**src/design/sigmoid_neuron_forward_macros.svh**
```systemverilog
// assertion macros for the sigmoid neuron forward block
`ifndef SIGMOID_NEURON_FORWARD_MACROS_SVH
`define SIGMOID_NEURON_FORWARD_MACROS_SVH
`ifndef SYNTHESIS
// same-cycle implication
`define SNF_ASSERT_NOW(lbl, clk, rst_n, ante, cons, msg) \
  lbl: assert property (@(posedge clk) disable iff (!rst_n) (ante) |-> (cons)) \
    else $error(msg);
// next-cycle implication
`define SNF_ASSERT_NEXT(lbl, clk, rst_n, ante, cons, msg) \
  lbl: assert property (@(posedge clk) disable iff (!rst_n) (ante) |=> (cons)) \
    else $error(msg);
`else
`define SNF_ASSERT_NOW(lbl, clk, rst_n, ante, cons, msg)
`define SNF_ASSERT_NEXT(lbl, clk, rst_n, ante, cons, msg)
`endif
`endif

```
**src/design/snf_pkg.sv**
```systemverilog
// shared types and constants of the sigmoid neuron forward block
package snf_pkg;

  localparam int unsigned DATA_W     = 16;
  localparam int unsigned PROD_W     = 32;
  localparam int unsigned ACC_W      = 40;
  localparam int unsigned SUM_W      = 32;
  localparam int unsigned ACT_W      = 16;
  localparam int unsigned DER_W      = 15;
  localparam int unsigned CFG_IDX_W  = 1;
  localparam int unsigned CFG_DATA_W = 32;

  localparam logic [CFG_IDX_W-1:0] CFG_BIAS        = 1'b0;
  localparam logic [CFG_IDX_W-1:0] CFG_ACT_SIGMOID = 1'b1;

  // |z| in Q.32, reduction quotient, series and reciprocal widths
  localparam int unsigned X_W   = 36;
  localparam int unsigned K_W   = 5;
  localparam int unsigned R_W   = 32;
  localparam int unsigned SER_W = 34;
  localparam int unsigned D_W   = 34;
  localparam int unsigned Q_W   = 17;
  localparam int unsigned NR_W  = 4;

  localparam logic [R_W-1:0]   LN2_Q32   = 32'd2977044472;
  localparam logic [SUM_W-1:0] MAG_LIMIT = 32'd268435456;
  localparam logic [DER_W-1:0] DER_MAX   = 15'd16384;

  localparam int unsigned STEP_W = 5;
  localparam logic [STEP_W-1:0] RED_FIRST  = 5'd4;
  localparam logic [STEP_W-1:0] TERM_FIRST = 5'd2;
  localparam logic [STEP_W-1:0] TERM_LAST  = 5'd13;
  localparam logic [STEP_W-1:0] RCP_LAST   = 5'(Q_W - 1);

  // term divider: quotient bits per cycle
  localparam int unsigned DIV_BITS = 4;
  localparam int unsigned DIV_CYC  = R_W / DIV_BITS;
  localparam int unsigned SUB_W    = $clog2(DIV_CYC);
  localparam logic [SUB_W-1:0] DIV_SUB_LAST = SUB_W'(DIV_CYC - 1);

  typedef enum logic [3:0] {
    OP_NONE,
    OP_BIAS,
    OP_SETUP,
    OP_RED,
    OP_SINIT,
    OP_MUL,
    OP_DIV,
    OP_ACCUM,
    OP_RCP_D,
    OP_RCP_N,
    OP_RCP,
    OP_SIGN,
    OP_DER,
    OP_LOAD
  } dp_op_e;

  typedef struct packed {
    dp_op_e              op;
    logic [STEP_W-1:0]   step;
  } dp_cmd_t;

  typedef struct packed {
    logic sigmoid;
    logic sat_mag;
  } dp_status_t;

endpackage

```
**src/design/snf_ctrl.sv**
```systemverilog
// controller state machine of the sigmoid neuron forward block
module snf_ctrl (
  input  logic                 clk_i,
  input  logic                 rst_ni,
  input  logic                 in_valid_i,
  input  logic                 in_last_i,
  output logic                 in_ready_o,
  input  logic                 out_ready_i,
  output logic                 out_valid_o,
  input  snf_pkg::dp_status_t  status_i,
  output snf_pkg::dp_cmd_t     cmd_o
);

  localparam logic [3:0] S_ACC   = 4'd0;
  localparam logic [3:0] S_ADD   = 4'd1;
  localparam logic [3:0] S_BIAS  = 4'd2;
  localparam logic [3:0] S_SETUP = 4'd3;
  localparam logic [3:0] S_RED   = 4'd4;
  localparam logic [3:0] S_SINIT = 4'd5;
  localparam logic [3:0] S_MUL   = 4'd6;
  localparam logic [3:0] S_DIV   = 4'd7;
  localparam logic [3:0] S_ACCUM = 4'd8;
  localparam logic [3:0] S_RCPD  = 4'd9;
  localparam logic [3:0] S_RCPN  = 4'd10;
  localparam logic [3:0] S_RCP   = 4'd11;
  localparam logic [3:0] S_SIGN  = 4'd12;
  localparam logic [3:0] S_DER   = 4'd13;
  localparam logic [3:0] S_LOAD  = 4'd14;

  logic [3:0]                   state_q, state_d;
  logic [snf_pkg::STEP_W-1:0]   cnt_q, cnt_d;
  logic [snf_pkg::SUB_W-1:0]    sub_q, sub_d;
  logic                         out_vld_q, out_vld_d;
  logic                         slot_free;

  assign in_ready_o  = (state_q == S_ACC);
  assign out_valid_o = out_vld_q;
  assign slot_free   = !out_vld_q || out_ready_i;

  always_comb begin
    state_d    = state_q;
    cnt_d      = cnt_q;
    sub_d      = sub_q;
    cmd_o.op   = snf_pkg::OP_NONE;
    cmd_o.step = cnt_q;
    unique case (state_q)
      S_ACC: begin
        if (in_valid_i && in_last_i) state_d = S_ADD;
      end
      S_ADD: state_d = S_BIAS;
      S_BIAS: begin
        cmd_o.op = snf_pkg::OP_BIAS;
        state_d  = status_i.sigmoid ? S_SETUP : S_LOAD;
      end
      S_SETUP: begin
        cmd_o.op = snf_pkg::OP_SETUP;
        if (status_i.sat_mag) begin
          state_d = S_SIGN;
        end else begin
          state_d = S_RED;
          cnt_d   = snf_pkg::RED_FIRST;
        end
      end
      S_RED: begin
        cmd_o.op = snf_pkg::OP_RED;
        if (cnt_q == '0) state_d = S_SINIT;
        else cnt_d = cnt_q - 1'b1;
      end
      S_SINIT: begin
        cmd_o.op = snf_pkg::OP_SINIT;
        cnt_d    = snf_pkg::TERM_FIRST;
        state_d  = S_MUL;
      end
      S_MUL: begin
        cmd_o.op = snf_pkg::OP_MUL;
        sub_d    = '0;
        state_d  = S_DIV;
      end
      S_DIV: begin
        cmd_o.op = snf_pkg::OP_DIV;
        if (sub_q == snf_pkg::DIV_SUB_LAST) state_d = S_ACCUM;
        else sub_d = sub_q + 1'b1;
      end
      S_ACCUM: begin
        cmd_o.op = snf_pkg::OP_ACCUM;
        if (cnt_q == snf_pkg::TERM_LAST) begin
          state_d = S_RCPD;
        end else begin
          cnt_d   = cnt_q + 1'b1;
          state_d = S_MUL;
        end
      end
      S_RCPD: begin
        cmd_o.op = snf_pkg::OP_RCP_D;
        state_d  = S_RCPN;
      end
      S_RCPN: begin
        cmd_o.op = snf_pkg::OP_RCP_N;
        cnt_d    = '0;
        state_d  = S_RCP;
      end
      S_RCP: begin
        cmd_o.op = snf_pkg::OP_RCP;
        if (cnt_q == snf_pkg::RCP_LAST) state_d = S_SIGN;
        else cnt_d = cnt_q + 1'b1;
      end
      S_SIGN: begin
        cmd_o.op = snf_pkg::OP_SIGN;
        state_d  = S_DER;
      end
      S_DER: begin
        cmd_o.op = snf_pkg::OP_DER;
        state_d  = S_LOAD;
      end
      S_LOAD: begin
        if (slot_free) begin
          cmd_o.op = snf_pkg::OP_LOAD;
          state_d  = S_ACC;
        end
      end
      default: state_d = S_ACC;
    endcase
  end

  always_comb begin
    out_vld_d = out_vld_q;
    priority if (state_q == S_LOAD && slot_free) begin
      out_vld_d = 1'b1;
    end else if (out_ready_i) begin
      out_vld_d = 1'b0;
    end
  end

  always_ff @(posedge clk_i or negedge rst_ni) begin
    if (!rst_ni) begin
      state_q   <= S_ACC;
      cnt_q     <= '0;
      sub_q     <= '0;
      out_vld_q <= 1'b0;
    end else begin
      state_q   <= state_d;
      cnt_q     <= cnt_d;
      sub_q     <= sub_d;
      out_vld_q <= out_vld_d;
    end
  end

endmodule

```
**config.mk**
```make
export PLATFORM = sky130hd
export DESIGN_NAME = snf_ctrl
export DESIGN_NICKNAME = d
export VERILOG_FILES = /design/src/design/sigmoid_neuron_forward_macros.svh /design/src/design/snf_pkg.sv /design/src/design/snf_ctrl.sv
export SDC_FILE = /design/constraint.sdc
export NUM_CORES = 1
export LEC_CHECK = 0
export ABC_CLOCK_PERIOD_IN_PS = 2800
export BUFFER_PORTS_ARGS = -buffer_cell sky130_fd_sc_hd__buf_4
export CORE_ASPECT_RATIO = 0.9
export CORE_UTILIZATION = 40
export DETAILED_ROUTE_END_ITERATION = 10
export HOLD_SLACK_MARGIN = 0.1
export MAX_ROUTING_LAYER = met4
export PLACE_DENSITY_LB_ADDON = 0.3
export SETUP_SLACK_MARGIN = 0.4
export SLEW_MARGIN = 20
export SYNTH_ARGS = -nofsm -noshare
export SYNTH_HDL_FRONTEND = slang
export SYNTH_SLANG_ARGS = --single-unit
```
**constraint.sdc**
```tcl
create_clock -name clk_i -period 2.8 [get_ports clk_i]
set_input_delay 0.56 -clock clk_i [delete_from_list [all_inputs] [get_ports clk_i]]
set_output_delay 0.56 -clock clk_i [all_outputs]
set_load 0.005 [all_outputs]
```
==> qor.json <==
{
  "status": {"value": "complete, no violations"},
  "switchingPower": {"value": 839.5, "unit": "uW"},
  "area.growth.synth_to_final": {"value": 20.50, "unit": "%"},
  "initial_antenna_violation_count": {"value": 0},
  "floorplan.die_area": {"value": 3246, "unit": "um2"},
  "sw_frac_of_total": {"value": 47.27, "unit": "%"},
  "setup_total_negative_slack": {"value": 0, "unit": "ps"},
  "critPathCaptureType": {"value": "flop"},
  "cts.reportedPaths.clkPinSlew": {"value": 90, "unit": "ps"},
  "grt_pass1_wl": {"value": 5175, "unit": "um"},
  "place_hpwl": {"value": 2191, "unit": "um"},
  "relSlewSlack": {"value": 73.20, "unit": "%"},
  "die_x": {"value": 59.94, "unit": "um"},
  "final.period_utilization": {"value": 82.98, "unit": "%"},
  "final_layout_size_suffix_gt1_share": {"value": 29.88, "unit": "%"},
  "grt.total_usage": {"value": 22.15, "unit": "%"},
  "synth-async-reset-ratio": {"value": 100.0, "unit": "%"},
  "signal_arrival_time_at_the_worst_endpoint": {"value": 2500, "unit": "ps"},
  "layout_common_cells": {"value": "29 x sky130_fd_sc_hd__buf_4, 11 x sky130_fd_sc_hd__nand2_1, 11 x sky130_fd_sc_hd__o21ai_0, 11 x sky130_fd_sc_hd__dfrtp_1"},
  "netlist_top_cells_area": {"value": "sky130_fd_sc_hd__dfrtp_1 27%, sky130_fd_sc_hd__a22o_1 5.1%, sky130_fd_sc_hd__a21oi_1 4.6%"},
  "synth_enable_flop_cells": {"value": 0},
  "clock-root-buffer": {"value": "sky130_fd_sc_hd__clkbuf_4"},
  "comb_power_share": {"value": 72.9, "unit": "%"},
  "initial_utilization": {"value": 42.93, "unit": "%"},
  "first_global_vias": {"value": 1113},
  "first_iter_violations": {"value": 69},
  "mappedNetlistArea": {"value": 1209, "unit": "um2"},
  "max_ir_drop_vdd": {"value": 0.4775, "unit": "mV"},
  "hp-class": {"value": "in -> async"},
  "worst-r2r-cell-count": {"value": 9},
  "clock_latency_late_sink": {"value": 280, "unit": "ps"},
  "netlist.area_leader.share": {"value": 26.92, "unit": "%"},
  "portBuffers": {"value": 17},
  "crit_fanout": {"value": 4},
  "cts_tree": {"value": "yes"},
  "layout.nets": {"value": 176},
  "share_clk_of_total_power": {"value": 6.8, "unit": "%"},
  "postSynthNetCount": {"value": 153},
  "io_pins": {"value": 18},
  "gp_congestion": {"value": 0.9074},
  "path_class": {"value": "reg -> reg"},
  "seqCellArea": {"value": 327.8, "unit": "um2"},
  "critPathLaunchType": {"value": "flop"},
  "whs": {"value": 108.6, "unit": "ps"},
  "avgViaCountPerCell": {"value": 5.882},
  "timing_hold_violations_final": {"value": 0},
  "layout_commonest_cell": {"value": "sky130_fd_sc_hd__buf_4"},
  "slew_viol_final": {"value": 0},
  "post_synth_inst_count": {"value": 142},
  "multiInputGateArea": {"value": 814.5, "unit": "um2"},
  "cell_taking_the_most_area_after_synthesis": {"value": "sky130_fd_sc_hd__dfrtp_1"},
  "rsz0062_at_grt": {"value": "false"},
  "drt_wl_total": {"value": 3045, "unit": "um"},
  "floorplan.die.height": {"value": 54.15, "unit": "um"},
  "timing.final.crit_period": {"value": 2323, "unit": "ps"},
  "worst_pin_slew": {"value": 402.0, "unit": "ps"},
  "synth_cell_type_count": {"value": 52},
  "synth_seq_area_share": {"value": 26.92, "unit": "%"},
  "grt_max_degree": {"value": 20},
  "overflow": {"value": 0},
  "floorplan.rows": {"value": 18},
  "htree_levels": {"value": 1},
  "routedWlPerCell": {"value": 14.93, "unit": "um"},
  "cp.required": {"value": 2970, "unit": "ps"},
  "floorplan.core_area": {"value": 2815, "unit": "um2"},
  "cts.path.max_buffers": {"value": 2},
  "drcViolationCount": {"value": 0},
  "fin_skew": {"value": 2.726, "unit": "ps"},
  "maxCapViolCount": {"value": 0},
  "synth-warning-count": {"value": 0},
  "intPower": {"value": 936.4, "unit": "uW"},
  "setup_viol": {"value": 0},
  "fmax": {"value": 430.4, "unit": "MHz"},
  "detailedRoute.firstPassIterationCount": {"value": 4},
  "antenna_cells": {"value": 0},
  "synthesis.area_per_instance": {"value": 8.512, "unit": "um2"},
  "route.antenna.remaining_nets": {"value": 0},
  "vias": {"value": 1200},
  "power.density": {"value": 1219, "unit": "nW/um2"},
  "cts_sinks": {"value": 13},
  "synth.ff_latch_count": {"value": 13},
  "power.sequential.fraction": {"value": 20.3, "unit": "%"},
  "cts_buffers": {"value": 3},
  "filler_cell_count": {"value": 257},
  "ys.flop_type": {"value": "sky130_fd_sc_hd__dfrtp_1"},
  "leakage_power_summed_over_all_cells": {"value": 0.6540, "unit": "nW"}
}
repair_timing:
| item | 4_1_cts | 5_1_grt |
|---|---|---|
| buffers inserted | 3 | 4 |
| endpoints found under the hold margin | 0 | 0 |
| endpoints found under the setup margin | 1 | 1 |
| pin swaps | 1 | 2 |
| gates resized for setup | 4 | 4 |
| hold buffers | 0 | 0 |
synthesized netlist by cell type, drive strengths merged, types with 2 or more instances:
cell / count
o21ai: 13
nand3: 3
nand2b: 2
o22ai: 4
a221oi: 2
mux2i: 4
a21oi: 12
dfrtp: 13
clkbuf: 2
a211oi: 2
and2: 2
nor3: 3
inv: 5
a22o: 7
o31ai: 4
buf: 9
nand2: 11
mux2: 4
ha: 4
o211a: 3
nor2: 11
nor2b: 3
sequential cells by signal, indices dropped and copies added, names as in the netlist:
name,count
cnt_q,5
state_q,4
sub_q,3
out_valid_o,1
worst paths after layout:
kind / from / end / slack [ps]
max in group asynchronous: rst_ni / state_q[1]$_DFFE_PN0P_ / 2510
min in group clk_i: out_valid_o$_DFFE_PN0P_ / out_valid_o$_DFFE_PN0P_ / 550
worst max-delay path: state_q[2]$_DFFE_PN0P_ / cnt_q[4]$_DFFE_PN0P_ / 480
worst max register to register: state_q[2]$_DFFE_PN0P_ / cnt_q[4]$_DFFE_PN0P_ / 480
worst min register to register: out_valid_o$_DFFE_PN0P_ / out_valid_o$_DFFE_PN0P_ / 550
worst min-delay path: rst_ni / cnt_q[0]$_DFFE_PN0P_ / 110
power by group through the flow:
stage          sequential [mW]  clock (mW)  combinational (mW)
2_1_floorplan            0.331           0               0.898
3_3_place_gp             0.367           0                1.13
3_5_place_dp             0.376           0                1.15
4_1_cts                  0.355       0.125                1.22
5_1_grt                  0.374       0.132                1.43
6_report                 0.361       0.120                1.29
metal layers:
layer,track usage [%],up-vias,wire length [um]
met2,33.70,50,1421
li1,-,582,-
met4,5.814,0,34
met3,4.808,4,170
met1,29.69,564,1418
met5,-,-,0
critical path, stage by stage (launching register included):
cell	delay [ps]
sky130_fd_sc_hd__dfrtp_1	400
sky130_fd_sc_hd__or2b_4	280
sky130_fd_sc_hd__a21oi_4	160
sky130_fd_sc_hd__xnor2_2	80
sky130_fd_sc_hd__ha_2	210
sky130_fd_sc_hd__or3_4	330
sky130_fd_sc_hd__a21oi_2	130
sky130_fd_sc_hd__mux2i_1	100
sky130_fd_sc_hd__a211o_1	290
sky130_fd_sc_hd__a22o_1	220
metrics by stage:
step	power [mW]	util [%]	setup slack, ps	cells	area [um2]
floorplan	1.229	-	405.3	142	1209
global placement	1.501	47.91	391.1	193	1349
detailed placement	1.529	47.91	283.9	193	1349
CTS	1.704	50.00	407.8	200	1408
global route	1.938	51.73	391.8	204	1456
finish	1.776	51.73	476.6	204	1456
layout make-up:
cell class / instances / share of cell area, %
clock buffer: 3 / 1.546
clock inverter: 1 / 0.3436
inverter: 5 / 1.289
multi-input combinational: 113 / 55.93
sequential: 13 / 22.51
tap: 40 / 3.436
timing repair buffer: 29 / 14.95
logic make-up after synthesis:
| family | after synthesis | share of synthesized area (%) |
|---|---|---|
| muxes | 8 | 7.039 |
| and+or+nand+nor | 43 | 19.26 |
| buffers and inverters | 16 | 7.763 |
| xor gates and xnor gates | 1 | 0.7248 |
| DFF | 13 | 26.91 |
| adders and majority gates | 4 | 4.141 |
| AOI/OAI and AO/OA | 57 | 34.16 |
(Power assumes the default switching activity.)
